### src/sv/rfcs_pkg.sv
`timescale 1ns / 1ps
// ----------------------------------------------------------------------------
// rfcs_pkg
// Shared types, widths and codes for the RSSI free channel scan core.
// ----------------------------------------------------------------------------
package rfcs_pkg;

  localparam int MAX_CHANNELS_DEF = 16;

  localparam int RssiW    = 9;
  localparam int WinW     = 16;
  localparam int NeedW    = 16;
  localparam int LimitW   = 20;
  localparam int ChCntW   = 5;
  localparam int SettleW  = 8;
  localparam int ChIdxW   = 4;
  localparam int StateW   = 2;
  localparam int CfgIdxW  = 3;
  localparam int CfgDataW = 20;

  // register indexes on the configuration port
  localparam logic [CfgIdxW-1:0] REG_RSSI_THRESHOLD = 3'd0;
  localparam logic [CfgIdxW-1:0] REG_WINDOW_SAMPLES = 3'd1;
  localparam logic [CfgIdxW-1:0] REG_NEEDED_WINDOWS = 3'd2;
  localparam logic [CfgIdxW-1:0] REG_SCAN_LIMIT     = 3'd3;
  localparam logic [CfgIdxW-1:0] REG_CHANNEL_COUNT  = 3'd4;
  localparam logic [CfgIdxW-1:0] REG_SETTLE_SAMPLES = 3'd5;

  // reported scan state
  localparam logic [StateW-1:0] SCAN_IDLE  = 2'd0;
  localparam logic [StateW-1:0] SCAN_BUSY  = 2'd1;
  localparam logic [StateW-1:0] SCAN_FOUND = 2'd2;
  localparam logic [StateW-1:0] SCAN_NONE  = 2'd3;

  // input function codes
  localparam logic FUNC_START  = 1'b0;
  localparam logic FUNC_SAMPLE = 1'b1;

  typedef enum logic [2:0] {
    PH_IDLE   = 3'd0,
    PH_SETTLE = 3'd1,
    PH_SENSE  = 3'd2,
    PH_FOUND  = 3'd3,
    PH_NONE   = 3'd4
  } phase_t;

  typedef struct packed {
    logic signed [RssiW-1:0] rssi_threshold;
    logic [WinW-1:0]         window_samples;
    logic [NeedW-1:0]        needed_windows;
    logic [LimitW-1:0]       scan_limit;
    logic [ChCntW-1:0]       channel_count;
    logic [SettleW-1:0]      settle_samples;
  } rfcs_cfg_t;

  typedef struct packed {
    phase_t              phase;
    logic [ChIdxW-1:0]   chan;
    logic [NeedW-1:0]    free_run;
    logic [WinW-1:0]     win_cnt;
    logic [SettleW-1:0]  settle_cnt;
    logic [LimitW-1:0]   elapsed;
  } rfcs_state_t;

  typedef struct packed {
    logic [StateW-1:0] scan_state;
    logic [ChIdxW-1:0] channel_index;
    logic              retune;
    logic              window_busy;
    logic [NeedW-1:0]  free_windows;
  } rfcs_res_t;

endpackage

### src/sv/rfcs_step.sv
`timescale 1ns / 1ps
// ----------------------------------------------------------------------------
// rfcs_step
// Next-state and result logic for one command or sample word.
// ----------------------------------------------------------------------------
module rfcs_step #(
  parameter int MAX_CHANNELS = rfcs_pkg::MAX_CHANNELS_DEF
) (
  input  rfcs_pkg::rfcs_cfg_t            cfg,
  input  rfcs_pkg::rfcs_state_t          st,
  input  logic                           func,
  input  logic signed [rfcs_pkg::RssiW-1:0] rssi,
  output rfcs_pkg::rfcs_state_t          st_nxt,
  output rfcs_pkg::rfcs_res_t            res
);
  import rfcs_pkg::*;

  localparam int MaxW = $clog2(MAX_CHANNELS + 1);
  localparam int CntW = (MaxW > ChCntW) ? MaxW : ChCntW;

  logic [CntW-1:0]   ch_lim;
  logic [CntW-1:0]   ch_inc;
  logic [ChIdxW-1:0] ch_next;
  logic [WinW-1:0]   win_len;
  logic              retune;
  logic              busy;

  // wrap point of the channel list and the channel after the current one
  always_comb begin
    if (CntW'(cfg.channel_count) > CntW'(MAX_CHANNELS)) begin
      ch_lim = CntW'(MAX_CHANNELS);
    end else begin
      ch_lim = CntW'(cfg.channel_count);
    end
    ch_inc = CntW'(st.chan) + CntW'(1);
    if (ch_lim == '0 || ch_inc >= ch_lim) begin
      ch_next = '0;
    end else begin
      ch_next = ch_inc[ChIdxW-1:0];
    end
    win_len = (cfg.window_samples == '0) ? WinW'(1) : cfg.window_samples;
  end

  // next state
  always_comb begin
    logic ended;
    ended  = 1'b0;
    st_nxt = st;
    retune = 1'b0;
    busy   = 1'b0;
    if (func == FUNC_START) begin
      st_nxt.chan       = '0;
      st_nxt.free_run   = '0;
      st_nxt.elapsed    = '0;
      st_nxt.settle_cnt = '0;
      st_nxt.win_cnt    = '0;
      st_nxt.phase      = (cfg.settle_samples == '0) ? PH_SENSE : PH_SETTLE;
      retune            = 1'b1;
    end else if (st.phase == PH_SETTLE || st.phase == PH_SENSE) begin
      if (st.elapsed != '1) begin
        st_nxt.elapsed = st.elapsed + LimitW'(1);
      end
      if (st.phase == PH_SETTLE) begin
        st_nxt.settle_cnt = st.settle_cnt + SettleW'(1);
        if (st_nxt.settle_cnt >= cfg.settle_samples) begin
          st_nxt.phase   = PH_SENSE;
          st_nxt.win_cnt = '0;
        end
      end else begin
        st_nxt.win_cnt = st.win_cnt + WinW'(1);
        if (rssi > cfg.rssi_threshold) begin
          busy            = 1'b1;
          st_nxt.free_run = '0;
          st_nxt.chan     = ch_next;
          retune          = 1'b1;
          ended           = 1'b1;
        end else if (st_nxt.win_cnt >= win_len) begin
          if (st.free_run != '1) begin
            st_nxt.free_run = st.free_run + NeedW'(1);
          end
          if (st_nxt.free_run >= cfg.needed_windows) begin
            st_nxt.phase = PH_FOUND;
          end else begin
            ended = 1'b1;
          end
        end
      end
      if (ended) begin
        if (st_nxt.elapsed > cfg.scan_limit) begin
          st_nxt.phase = PH_NONE;
          retune       = 1'b0;
        end else begin
          st_nxt.settle_cnt = '0;
          st_nxt.win_cnt    = '0;
          st_nxt.phase      = (cfg.settle_samples == '0) ? PH_SENSE : PH_SETTLE;
        end
      end
    end
  end

  // result word
  always_comb begin
    res.channel_index = st_nxt.chan;
    res.retune        = retune;
    res.window_busy   = busy;
    res.free_windows  = st_nxt.free_run;
    case (st_nxt.phase)
      PH_IDLE:  res.scan_state = SCAN_IDLE;
      PH_FOUND: res.scan_state = SCAN_FOUND;
      PH_NONE:  res.scan_state = SCAN_NONE;
      default:  res.scan_state = SCAN_BUSY;
    endcase
  end

endmodule

### src/sv/rssi_free_channel_scan_core.sv
`timescale 1ns / 1ps
// ----------------------------------------------------------------------------
// rssi_free_channel_scan_core
// Listen-before-talk scan over a list of channels for one that stays quiet.
// ----------------------------------------------------------------------------
//  port group | direction | handshake             | payload
//  in_        | input     | in_valid / in_stall   | in_func, in_rssi
//  out_       | output    | out_valid / out_stall | out_scan_state, out_channel_index,
//             |           |                       | out_retune, out_window_busy,
//             |           |                       | out_free_windows
//  cfg_       | input     | cfg_valid / cfg_ready | cfg_index, cfg_data
//
// One word a cycle sustained while out_stall stays low; each word passes from
// in_ to out_ through the input register, then through the step logic into the
// result register. The scan state updates when a word moves into the result register.
// Reset (rst_n low, synchronous) empties both registers, returns the scan to
// idle and loads the register defaults. A stalled result holds the input
// register full, and in_stall rises only then; cfg_ready is always high.
// ----------------------------------------------------------------------------
module rssi_free_channel_scan_core #(
  parameter int MAX_CHANNELS = rfcs_pkg::MAX_CHANNELS_DEF
) (
  input  logic                                clk,
  input  logic                                rst_n,
  input  logic                                in_valid,
  output logic                                in_stall,
  input  logic                                in_func,
  input  logic signed [rfcs_pkg::RssiW-1:0]   in_rssi,
  output logic                                out_valid,
  input  logic                                out_stall,
  output logic [rfcs_pkg::StateW-1:0]         out_scan_state,
  output logic [rfcs_pkg::ChIdxW-1:0]         out_channel_index,
  output logic                                out_retune,
  output logic                                out_window_busy,
  output logic [rfcs_pkg::NeedW-1:0]          out_free_windows,
  input  logic                                cfg_valid,
  output logic                                cfg_ready,
  input  logic [rfcs_pkg::CfgIdxW-1:0]        cfg_index,
  input  logic [rfcs_pkg::CfgDataW-1:0]       cfg_data
);
  import rfcs_pkg::*;

  rfcs_cfg_t   cfg_r;
  rfcs_state_t st_r;
  rfcs_state_t st_nxt;
  rfcs_res_t   res_nxt;
  rfcs_res_t   res_r;

  logic                    in_valid_r;
  logic                    func_r;
  logic signed [RssiW-1:0] rssi_r;
  logic                    out_valid_r;
  logic                    advance;
  logic                    in_take;

  // the result register frees up when empty or when its word is taken
  assign advance  = ~out_valid_r | ~out_stall;
  assign in_stall = in_valid_r & ~advance;
  assign in_take  = in_valid & ~in_stall;
  assign cfg_ready = 1'b1;

  // configuration registers; unknown indexes drop the write
  always_ff @(posedge clk) begin
    if (!rst_n) begin
      cfg_r.rssi_threshold <= -9'sd90;
      cfg_r.window_samples <= WinW'(5);
      cfg_r.needed_windows <= NeedW'(100);
      cfg_r.scan_limit     <= LimitW'(3000);
      cfg_r.channel_count  <= ChCntW'(8);
      cfg_r.settle_samples <= SettleW'(4);
    end else if (cfg_valid && cfg_ready) begin
      case (cfg_index)
        REG_RSSI_THRESHOLD: cfg_r.rssi_threshold <= cfg_data[RssiW-1:0];
        REG_WINDOW_SAMPLES: cfg_r.window_samples <= cfg_data[WinW-1:0];
        REG_NEEDED_WINDOWS: cfg_r.needed_windows <= cfg_data[NeedW-1:0];
        REG_SCAN_LIMIT:     cfg_r.scan_limit     <= cfg_data[LimitW-1:0];
        REG_CHANNEL_COUNT:  cfg_r.channel_count  <= cfg_data[ChCntW-1:0];
        REG_SETTLE_SAMPLES: cfg_r.settle_samples <= cfg_data[SettleW-1:0];
        default: ;
      endcase
    end
  end

  // input register: hold the word while the result side is stalled
  always_ff @(posedge clk) begin
    if (!rst_n) begin
      in_valid_r <= 1'b0;
    end else if (in_take) begin
      in_valid_r <= 1'b1;
    end else if (advance) begin
      in_valid_r <= 1'b0;
    end
  end

  always_ff @(posedge clk) begin
    if (in_take) begin
      func_r <= in_func;
      rssi_r <= in_rssi;
    end
  end

  rfcs_step #(
    .MAX_CHANNELS (MAX_CHANNELS)
  ) u_step (
    .cfg    (cfg_r),
    .st     (st_r),
    .func   (func_r),
    .rssi   (rssi_r),
    .st_nxt (st_nxt),
    .res    (res_nxt)
  );

  // scan state advances only as a word moves into the result register
  always_ff @(posedge clk) begin
    if (!rst_n) begin
      st_r.phase      <= PH_IDLE;
      st_r.chan       <= '0;
      st_r.free_run   <= '0;
      st_r.win_cnt    <= '0;
      st_r.settle_cnt <= '0;
      st_r.elapsed    <= '0;
    end else if (in_valid_r && advance) begin
      st_r <= st_nxt;
    end
  end

  always_ff @(posedge clk) begin
    if (!rst_n) begin
      out_valid_r <= 1'b0;
    end else if (advance) begin
      out_valid_r <= in_valid_r;
    end
  end

  always_ff @(posedge clk) begin
    if (in_valid_r && advance) begin
      res_r <= res_nxt;
    end
  end

  assign out_valid         = out_valid_r;
  assign out_scan_state    = res_r.scan_state;
  assign out_channel_index = res_r.channel_index;
  assign out_retune        = res_r.retune;
  assign out_window_busy   = res_r.window_busy;
  assign out_free_windows  = res_r.free_windows;

endmodule

### config.mk
export PLATFORM = sky130hd
export DESIGN_NAME = rssi_free_channel_scan_core
export DESIGN_NICKNAME = d
export VERILOG_FILES = /design/src/sv/rfcs_pkg.sv /design/src/sv/rfcs_step.sv /design/src/sv/rssi_free_channel_scan_core.sv
export SDC_FILE = /design/constraint.sdc
export NUM_CORES = 1
export LEC_CHECK = 0
export ABC_AREA = 1
export BUFFER_PORTS_ARGS = -buffer_cell sky130_fd_sc_hd__buf_2
export CAP_MARGIN = 10
export CORE_UTILIZATION = 60
export DETAILED_ROUTE_END_ITERATION = 8
export PLACE_DENSITY = 0.79
export SYNTH_ARGS = -nofsm -noshare
export SYNTH_HDL_FRONTEND = slang
export SYNTH_SLANG_ARGS = --single-unit
### constraint.sdc
create_clock -name clk -period 8.4 [get_ports clk]
set_input_delay 0.84 -clock clk [delete_from_list [all_inputs] [get_ports clk]]
set_output_delay 0.84 -clock clk [all_outputs]
set_load 0.05 [all_outputs]
---- Word-level counts from Yosys, hierarchy flattened ----
Index checks and enable logic that the tools add are counted.
storage, ports and cells
  bits in latches ......................... 0
  bits in registers ....................... 177
  memories kept ........................... 0
  output and inout bits ................... 27
  RAM bits ................................ 0
  ROM bits ................................ 0
  input port bits ......................... 38
cells by class
  div/mod/pow operators ................... 0
  bitwise logic cells ..................... 7
  shifts and indexed selects .............. 0
  reductions and logical operators ........ 17
  mux-type cells .......................... 45
  eq/ne operators ......................... 12
  multiply operators ...................... 0
  $lt $le $gt $ge ......................... 7
  add/subtract/negate cells ............... 5
operators by type and width
  kind                                                 count
  2-to-1 mux 16 bit                                    11
  2-to-1 mux 67 bit                                    2
  2-to-1 mux 20 bit                                    4
  2-to-1 mux 24 bit                                    2
  adder 16 x 1 -> 16 bit, second input constant        2
  greater-or-equal comparator 16 bit                   2
  2-to-1 mux 3 bit                                     7
  adder 20 x 1 -> 20 bit, second input constant        1
  greater-than comparator 20 bit                       1
  inequality test 20 bit, second input constant        1
  logical NOT 16 bit                                   1
  inequality test 16 bit, second input constant        1
  AND reduction 2 bit                                  8
  2-to-1 mux 1 bit                                     13
  equality test 3 x 2 -> 1 bit, second input constant  4
  equality test 3 bit, second input constant           3
  greater-than comparator 9 bit                        1
  adder 8 x 1 -> 8 bit, second input constant          1
  greater-or-equal comparator 8 bit                    1
  logical NOT 8 bit                                    1
  2-to-1 mux 4 bit                                     2
  2-to-1 mux 8 bit                                     1
  equality test 3 x 1 -> 1 bit, second input constant  2
  logical NOT 3 bit                                    2
  other kinds (14)                                     19

---- Logic depth before layout (Yosys ltp) ----
  depth in word-level cells ............... 20
  mapped depth ............................ 27
  mapped depth without buffers ............ 27

---- Modules after synthesis ----
Synthesis repeated with hierarchy kept, for this count alone.
second synthesis, totals
  cells, all modules ...................... 1,636
  area, all modules ....................... 11,319.6 sq um
modules (own cells, without submodules)
  module                       instances  sequential area each (sq um)  cells an instance  area each (sq um)
  rssi_free_channel_scan_core  1          3,883.7                       758                6,331.1
  rfcs_step                    1          0.0                           878                4,988.5

---- Worst setup path before layout ----
No wires, ideal clock.
  path type ............................... flip-flop to flip-flop
  from .................................... register st_r[28] (netlist bit)
  to ...................................... register res_r, in the netlist out_scan_state[0], data pin
  cell stages (with the launch flop) ...... 26
  slack ................................... 5.024 ns
  path buffers ............................ 1
  required time ........................... 8.148 ns
  data arrival time ....................... 3.124 ns
  cells stage by stage .................... dfxtp_1 > ha_1 > nand2_1 > nor2_2 > nand3_1 > nor2_1 > nand4_1 > or2_4 > nor3b_2 > or2_2 > nand2_1 > ha_1 > nand2_1 > nor4_1 > nand2_1 > nand2_1 > buf_2 > nand3_1 > nand2_1 > nand3_1 > nand2_1 > nand2_1 > nand2_1 > nand3_1 > nand2_1 > nand2_1
RTL lines
  element                 RTL line                            RTL
  start, declared         rssi_free_channel_scan_core.sv:44   rfcs_state_t st_r;
  start signal, assigned  rssi_free_channel_scan_core.sv:123  st_r <= st_nxt;
  end signal, assigned    rssi_free_channel_scan_core.sv:137  res_r <= res_nxt;
  end, declared           rssi_free_channel_scan_core.sv:47   rfcs_res_t res_r;

---- Final worst setup path ----
  from .................................... register st_r[28] (netlist bit)
  to ...................................... register st_r[40] (netlist bit)
on the way
  cells in the longest elaborated chain, start to end .. 10
  elaborated cells on any way between the ends .. 12
ends and longest elaborated chain
  element                             RTL line         RTL
  adder 16 x 1 -> 16 bit *            rfcs_step.sv:70  st_nxt.win_cnt = st.win_cnt + WinW'(1);
  greater-or-equal comparator 16 bit  rfcs_step.sv:77  end else if (st_nxt.win_cnt >= win_len) begin
  2-to-1 mux 1 bit                    rfcs_step.sv:77
  2-to-1 mux 1 bit                    rfcs_step.sv:71  if (rssi > cfg.rssi_threshold) begin
  2-to-1 mux 1 bit                    rfcs_step.sv:63  if (st.phase == PH_SETTLE) begin
  2-to-1 mux 1 bit                    rfcs_step.sv:59  end else if (st.phase == PH_SETTLE || st.phase == PH_SENSE) begin
  2-to-1 mux 1 bit                    rfcs_step.sv:51  if (func == FUNC_START) begin
  2-to-1 mux 24 bit *                 rfcs_step.sv:88  if (ended) begin
  2-to-1 mux 67 bit *                 rfcs_step.sv:59
  2-to-1 mux 67 bit *                 rfcs_step.sv:51
Mark *: on every way between the ends. The rest lies on a longest branch, timed or not. The select of a mux whose other input is x is not followed.
A chain may end at the register's enable or synchronous reset.

==> flow_summary_export.csv <==
group,metric,value,unit
critical_path,worstReg2RegStart,"st_r[28]",
clock_tree,post-cts-setup-buffers,0,
clock_tree,clkTransAtPathRegs,70,ps
critical_path,startpoint,"st_r[28]",
logic_synthesis,synthTopCellsByCount,"299 x nand2_1, 204 x inv_1, 172 x a21oi_1",
logic_synthesis,synth_adder_area_share,9.56,%
floorplan,rows,47,
floorplan,die_y,133,µm
detailed_routing,drc,0,
min_path,worstHoldStart,"cfg_r[34]",
power_and_ir_drop,p_leak,0.00519,µW
cells_and_area,drive_gt1_share,10.5,%
power_and_ir_drop,ir_worst_vdd,0.149,mV
sta,fin_crit_sh,50.4,%
detailed_routing,wirelength,24600,µm
min_path,hold_path.class,"flop to flop",
logic_synthesis,seq_area_frac_synth,37.5,%
logic_synthesis,netlist.top_cell.by_area,"dfxtp_1",
clock_tree,postCtsHoldBufs,0,
global_routing,grt_use_total,28.8,%
global_routing,grt_max_degree,94,
detailed_routing,first_pass_iters,5,
logic_synthesis,synth.area.mux_share,0.0968,%
logic_synthesis,synthCells,1421,
logic_synthesis,synth_xor_area_share,2.70,%
clock_tree,cts.sinks,177,
clock_tree,cts_root_buffer,"clkbuf_16",
detailed_routing,via_per_inst,5.47,
critical_path,rr_worst_depth,22,
logic_synthesis,synth-edff-count,34,
sta,tns,0,ps
critical_path,cp-start-kind,"flop",
logic_synthesis,ys.flop_type,"dfxtp_1",
sta,worstMarginPinSlew,884,ps
detailed_routing,vias,9255,
logic_synthesis,synth_warnings,0,
floorplan,die_w,133,µm
logic_synthesis,synth.cell_area,10300,µm²
sta,maxSlewHeadroom,41.0,%
logic_synthesis,synth_top_family_by_area,"simple AND/OR/NAND/NOR gates",
floorplan,die-area,17800,µm²
detailed_routing,antenna_left,0,
logic_synthesis,synth-compound-area-share,18.9,%
placement,post-dp-hpwl,17500,µm
global_routing,grt_pass1_vias,8708,
clock_tree,cts_buffer_depth,2,
sta,setup_viol,0,
critical_path,worst-endpoint-arrival,4590,ps
detailed_routing,wire_per_inst,14.5,µm
cells_and_area,diodes,0,
sta,hold_violations,0,
logic_synthesis,synth_seq_cells,177,
cells_and_area,syn_to_final_growth,9.76,%
sta,slew_viol_final,0,
sta,max_freq,236,MHz
clock_tree,post_cts_resized,0,
power_and_ir_drop,fin_total_pwr,1950,µW
detailed_routing,drt_iter0_markers,758,
min_path,min_to,"cfg_r[34]",
placement,portBuffers,63,
global_routing,grt_pass1_wl,40700,µm
global_routing,antenna_found_initial,0,
critical_path,worstPathMaxFanout,12,
logic_synthesis,ys_top_cells_by_area,"dfxtp_1 28%, nand2_1 11%, edfxtp_1 9.9%",
sta,rsz0062_at_grt,"false",
critical_path,endpoint_kind,"flop",
clock_tree,htreeDepth,4,
min_path,min_path_cells,2,
cells_and_area,fin_util,68.0,%
critical_path,worstSetupPathType,"flop to flop",
floorplan,core,16700,µm²
logic_synthesis,yosysMostFrequentCell,"nand2_1",
logic_synthesis,syn_nets,1538,
cells_and_area,num-nets-final,1575,
sta,min_period,4230,ps
critical_path,rrSetupSlack,4170,ps
floorplan,start_util,61.9,%
logic_synthesis,synth_top_area_share,27.7,%
logic_synthesis,syn-mean-instance-area,7.28,µm²
logic_synthesis,synthArstFlopShare,0,%
run,drv_cap,0,
placement,gp_congestion,0.922,
global_routing,overflow,0,
clock_tree,cts_inserted_buffers,17,
clock_tree,cts_tree,"done",
floorplan,num_io_pins,65,
clock_tree,clock_latency,430,ps
run_status,outcome,"completed",
power_and_ir_drop,powerDensity,172,nW/µm²
sta,skew,8.38,ps
logic_synthesis,yosys.area_share.simple,21.3,%
critical_path,r2r-end,"st_r[40]",
critical_path,required,8760,ps
logic_synthesis,ys_types,48,
-- registers in the layout (all words and copies together), names as in the netlist --
name	count
out_channel_index	4
func_r	1
in_valid_r	1
cfg_r	74
out_retune	1
out_valid	1
out_free_windows	16
out_window_busy	1
st_r	67
rssi_r	9
out_scan_state	2
-- critical path: stages (launching register included) --
cell	delay (ps)
dfxtp_1	430
ha_1	200
nand2_1	90
nor2_2	130
nand3_1	120
nor2_1	150
nand4_1	120
or2_4	270
nor3b_2	160
or2_2	140
nand2_1	50
ha_1	280
nand2_1	90
o21ai_0	90
a21oi_1	120
nand2_1	270
nand2_1	190
nand2_1	80
nand2_1	140
nor2_1	100
nor3_2	590
o211ai_1	190
a21oi_1	160
-- cell type report --
class | instances | area, µm²
Clock inverter | 13 | 136
Clock buffer | 19 | 443
Sequential cell | 177 | 3880
Timing Repair Buffer | 68 | 353
Tap cell | 220 | 275
Fill cell | 1464 | 5350
Inverter | 218 | 821
Multi-Input combinational cell | 976 | 5440
-- cell usage in the layout, fill, tap and decap left out, types with 3 or more instances in the layout --
master | Yosys | layout
nand2_1 | 299 | 299
inv_1 | 204 | 204
a21oi_1 | 172 | 172
o21ai_0 | 145 | 145
dfxtp_1 | 143 | 143
nor2_1 | 85 | 84
ha_1 | 79 | 79
buf_2 | 5 | 63
edfxtp_1 | 34 | 34
nand3_1 | 33 | 33
xor2_1 | 28 | 28
o211ai_1 | 24 | 24
nand4_1 | 20 | 20
clkbuf_16 | 0 | 17
inv_2 | 12 | 12
nor4_1 | 11 | 11
nand2_2 | 9 | 9
nor3_1 | 9 | 9
nor2_2 | 7 | 7
o21ai_1 | 7 | 7
nor2_4 | 5 | 6
o21a_1 | 6 | 6
buf_4 | 3 | 5
or2_2 | 4 | 4
clkinv_2 | 0 | 4
a21o_1 | 3 | 3
nand3_2 | 3 | 3
nor3_2 | 3 | 3
-- cell families (layout without fill, tap and decap cells) --
group           Yosys count  count (layout)
fa+ha+maj                79              79
flops                   177             177
simple gates            497             497
xor+xnor                 31              31
buf+inv                 268             318
mux                       1               1
compound gates          367             367
other cells               1               1
-- worst max-delay path by stage --
stage	endpoint	slack [ps]	cells past startpoint
after floorplan	out_scan_state[0]	5020	25
after global placement	st_r[37]	4410	22
after detailed placement	st_r[33]	4260	22
after CTS	st_r[43]	4230	22
after global routing	st_r[49]	3750	21
final	st_r[40]	4170	22
-- per-layer routing --
metal	vias up	track usage (%)	routed length, µm
met4	0	12.7	758
met5	-	0	0
li1	4752	-	-
met3	51	6.47	1340
met2	271	49.9	12000
met1	4181	34.1	10500
-- per-stage QoR --
stage | instance area [µm²] | instances | hold slack (ps) | worst slack (ps)
2_1_floorplan | 10300 | 1421 | 431 | 5020
3_3_place_gp | 10800 | 1659 | 451 | 4410
3_5_place_dp | 10800 | 1659 | 454 | 4260
4_1_cts | 11400 | 1691 | 464 | 4230
5_1_grt | 11400 | 1691 | 484 | 3750
6_report | 11400 | 1691 | 461 | 4170
-- report_power, final --
part           leakage (µW)  internal (µW)  switching [µW]
logic               0.00342           71.0             172
registers           0.00149            897            19.8
clock network      0.000282            446             342
Note: power is estimated with default switching activity, not from simulation.
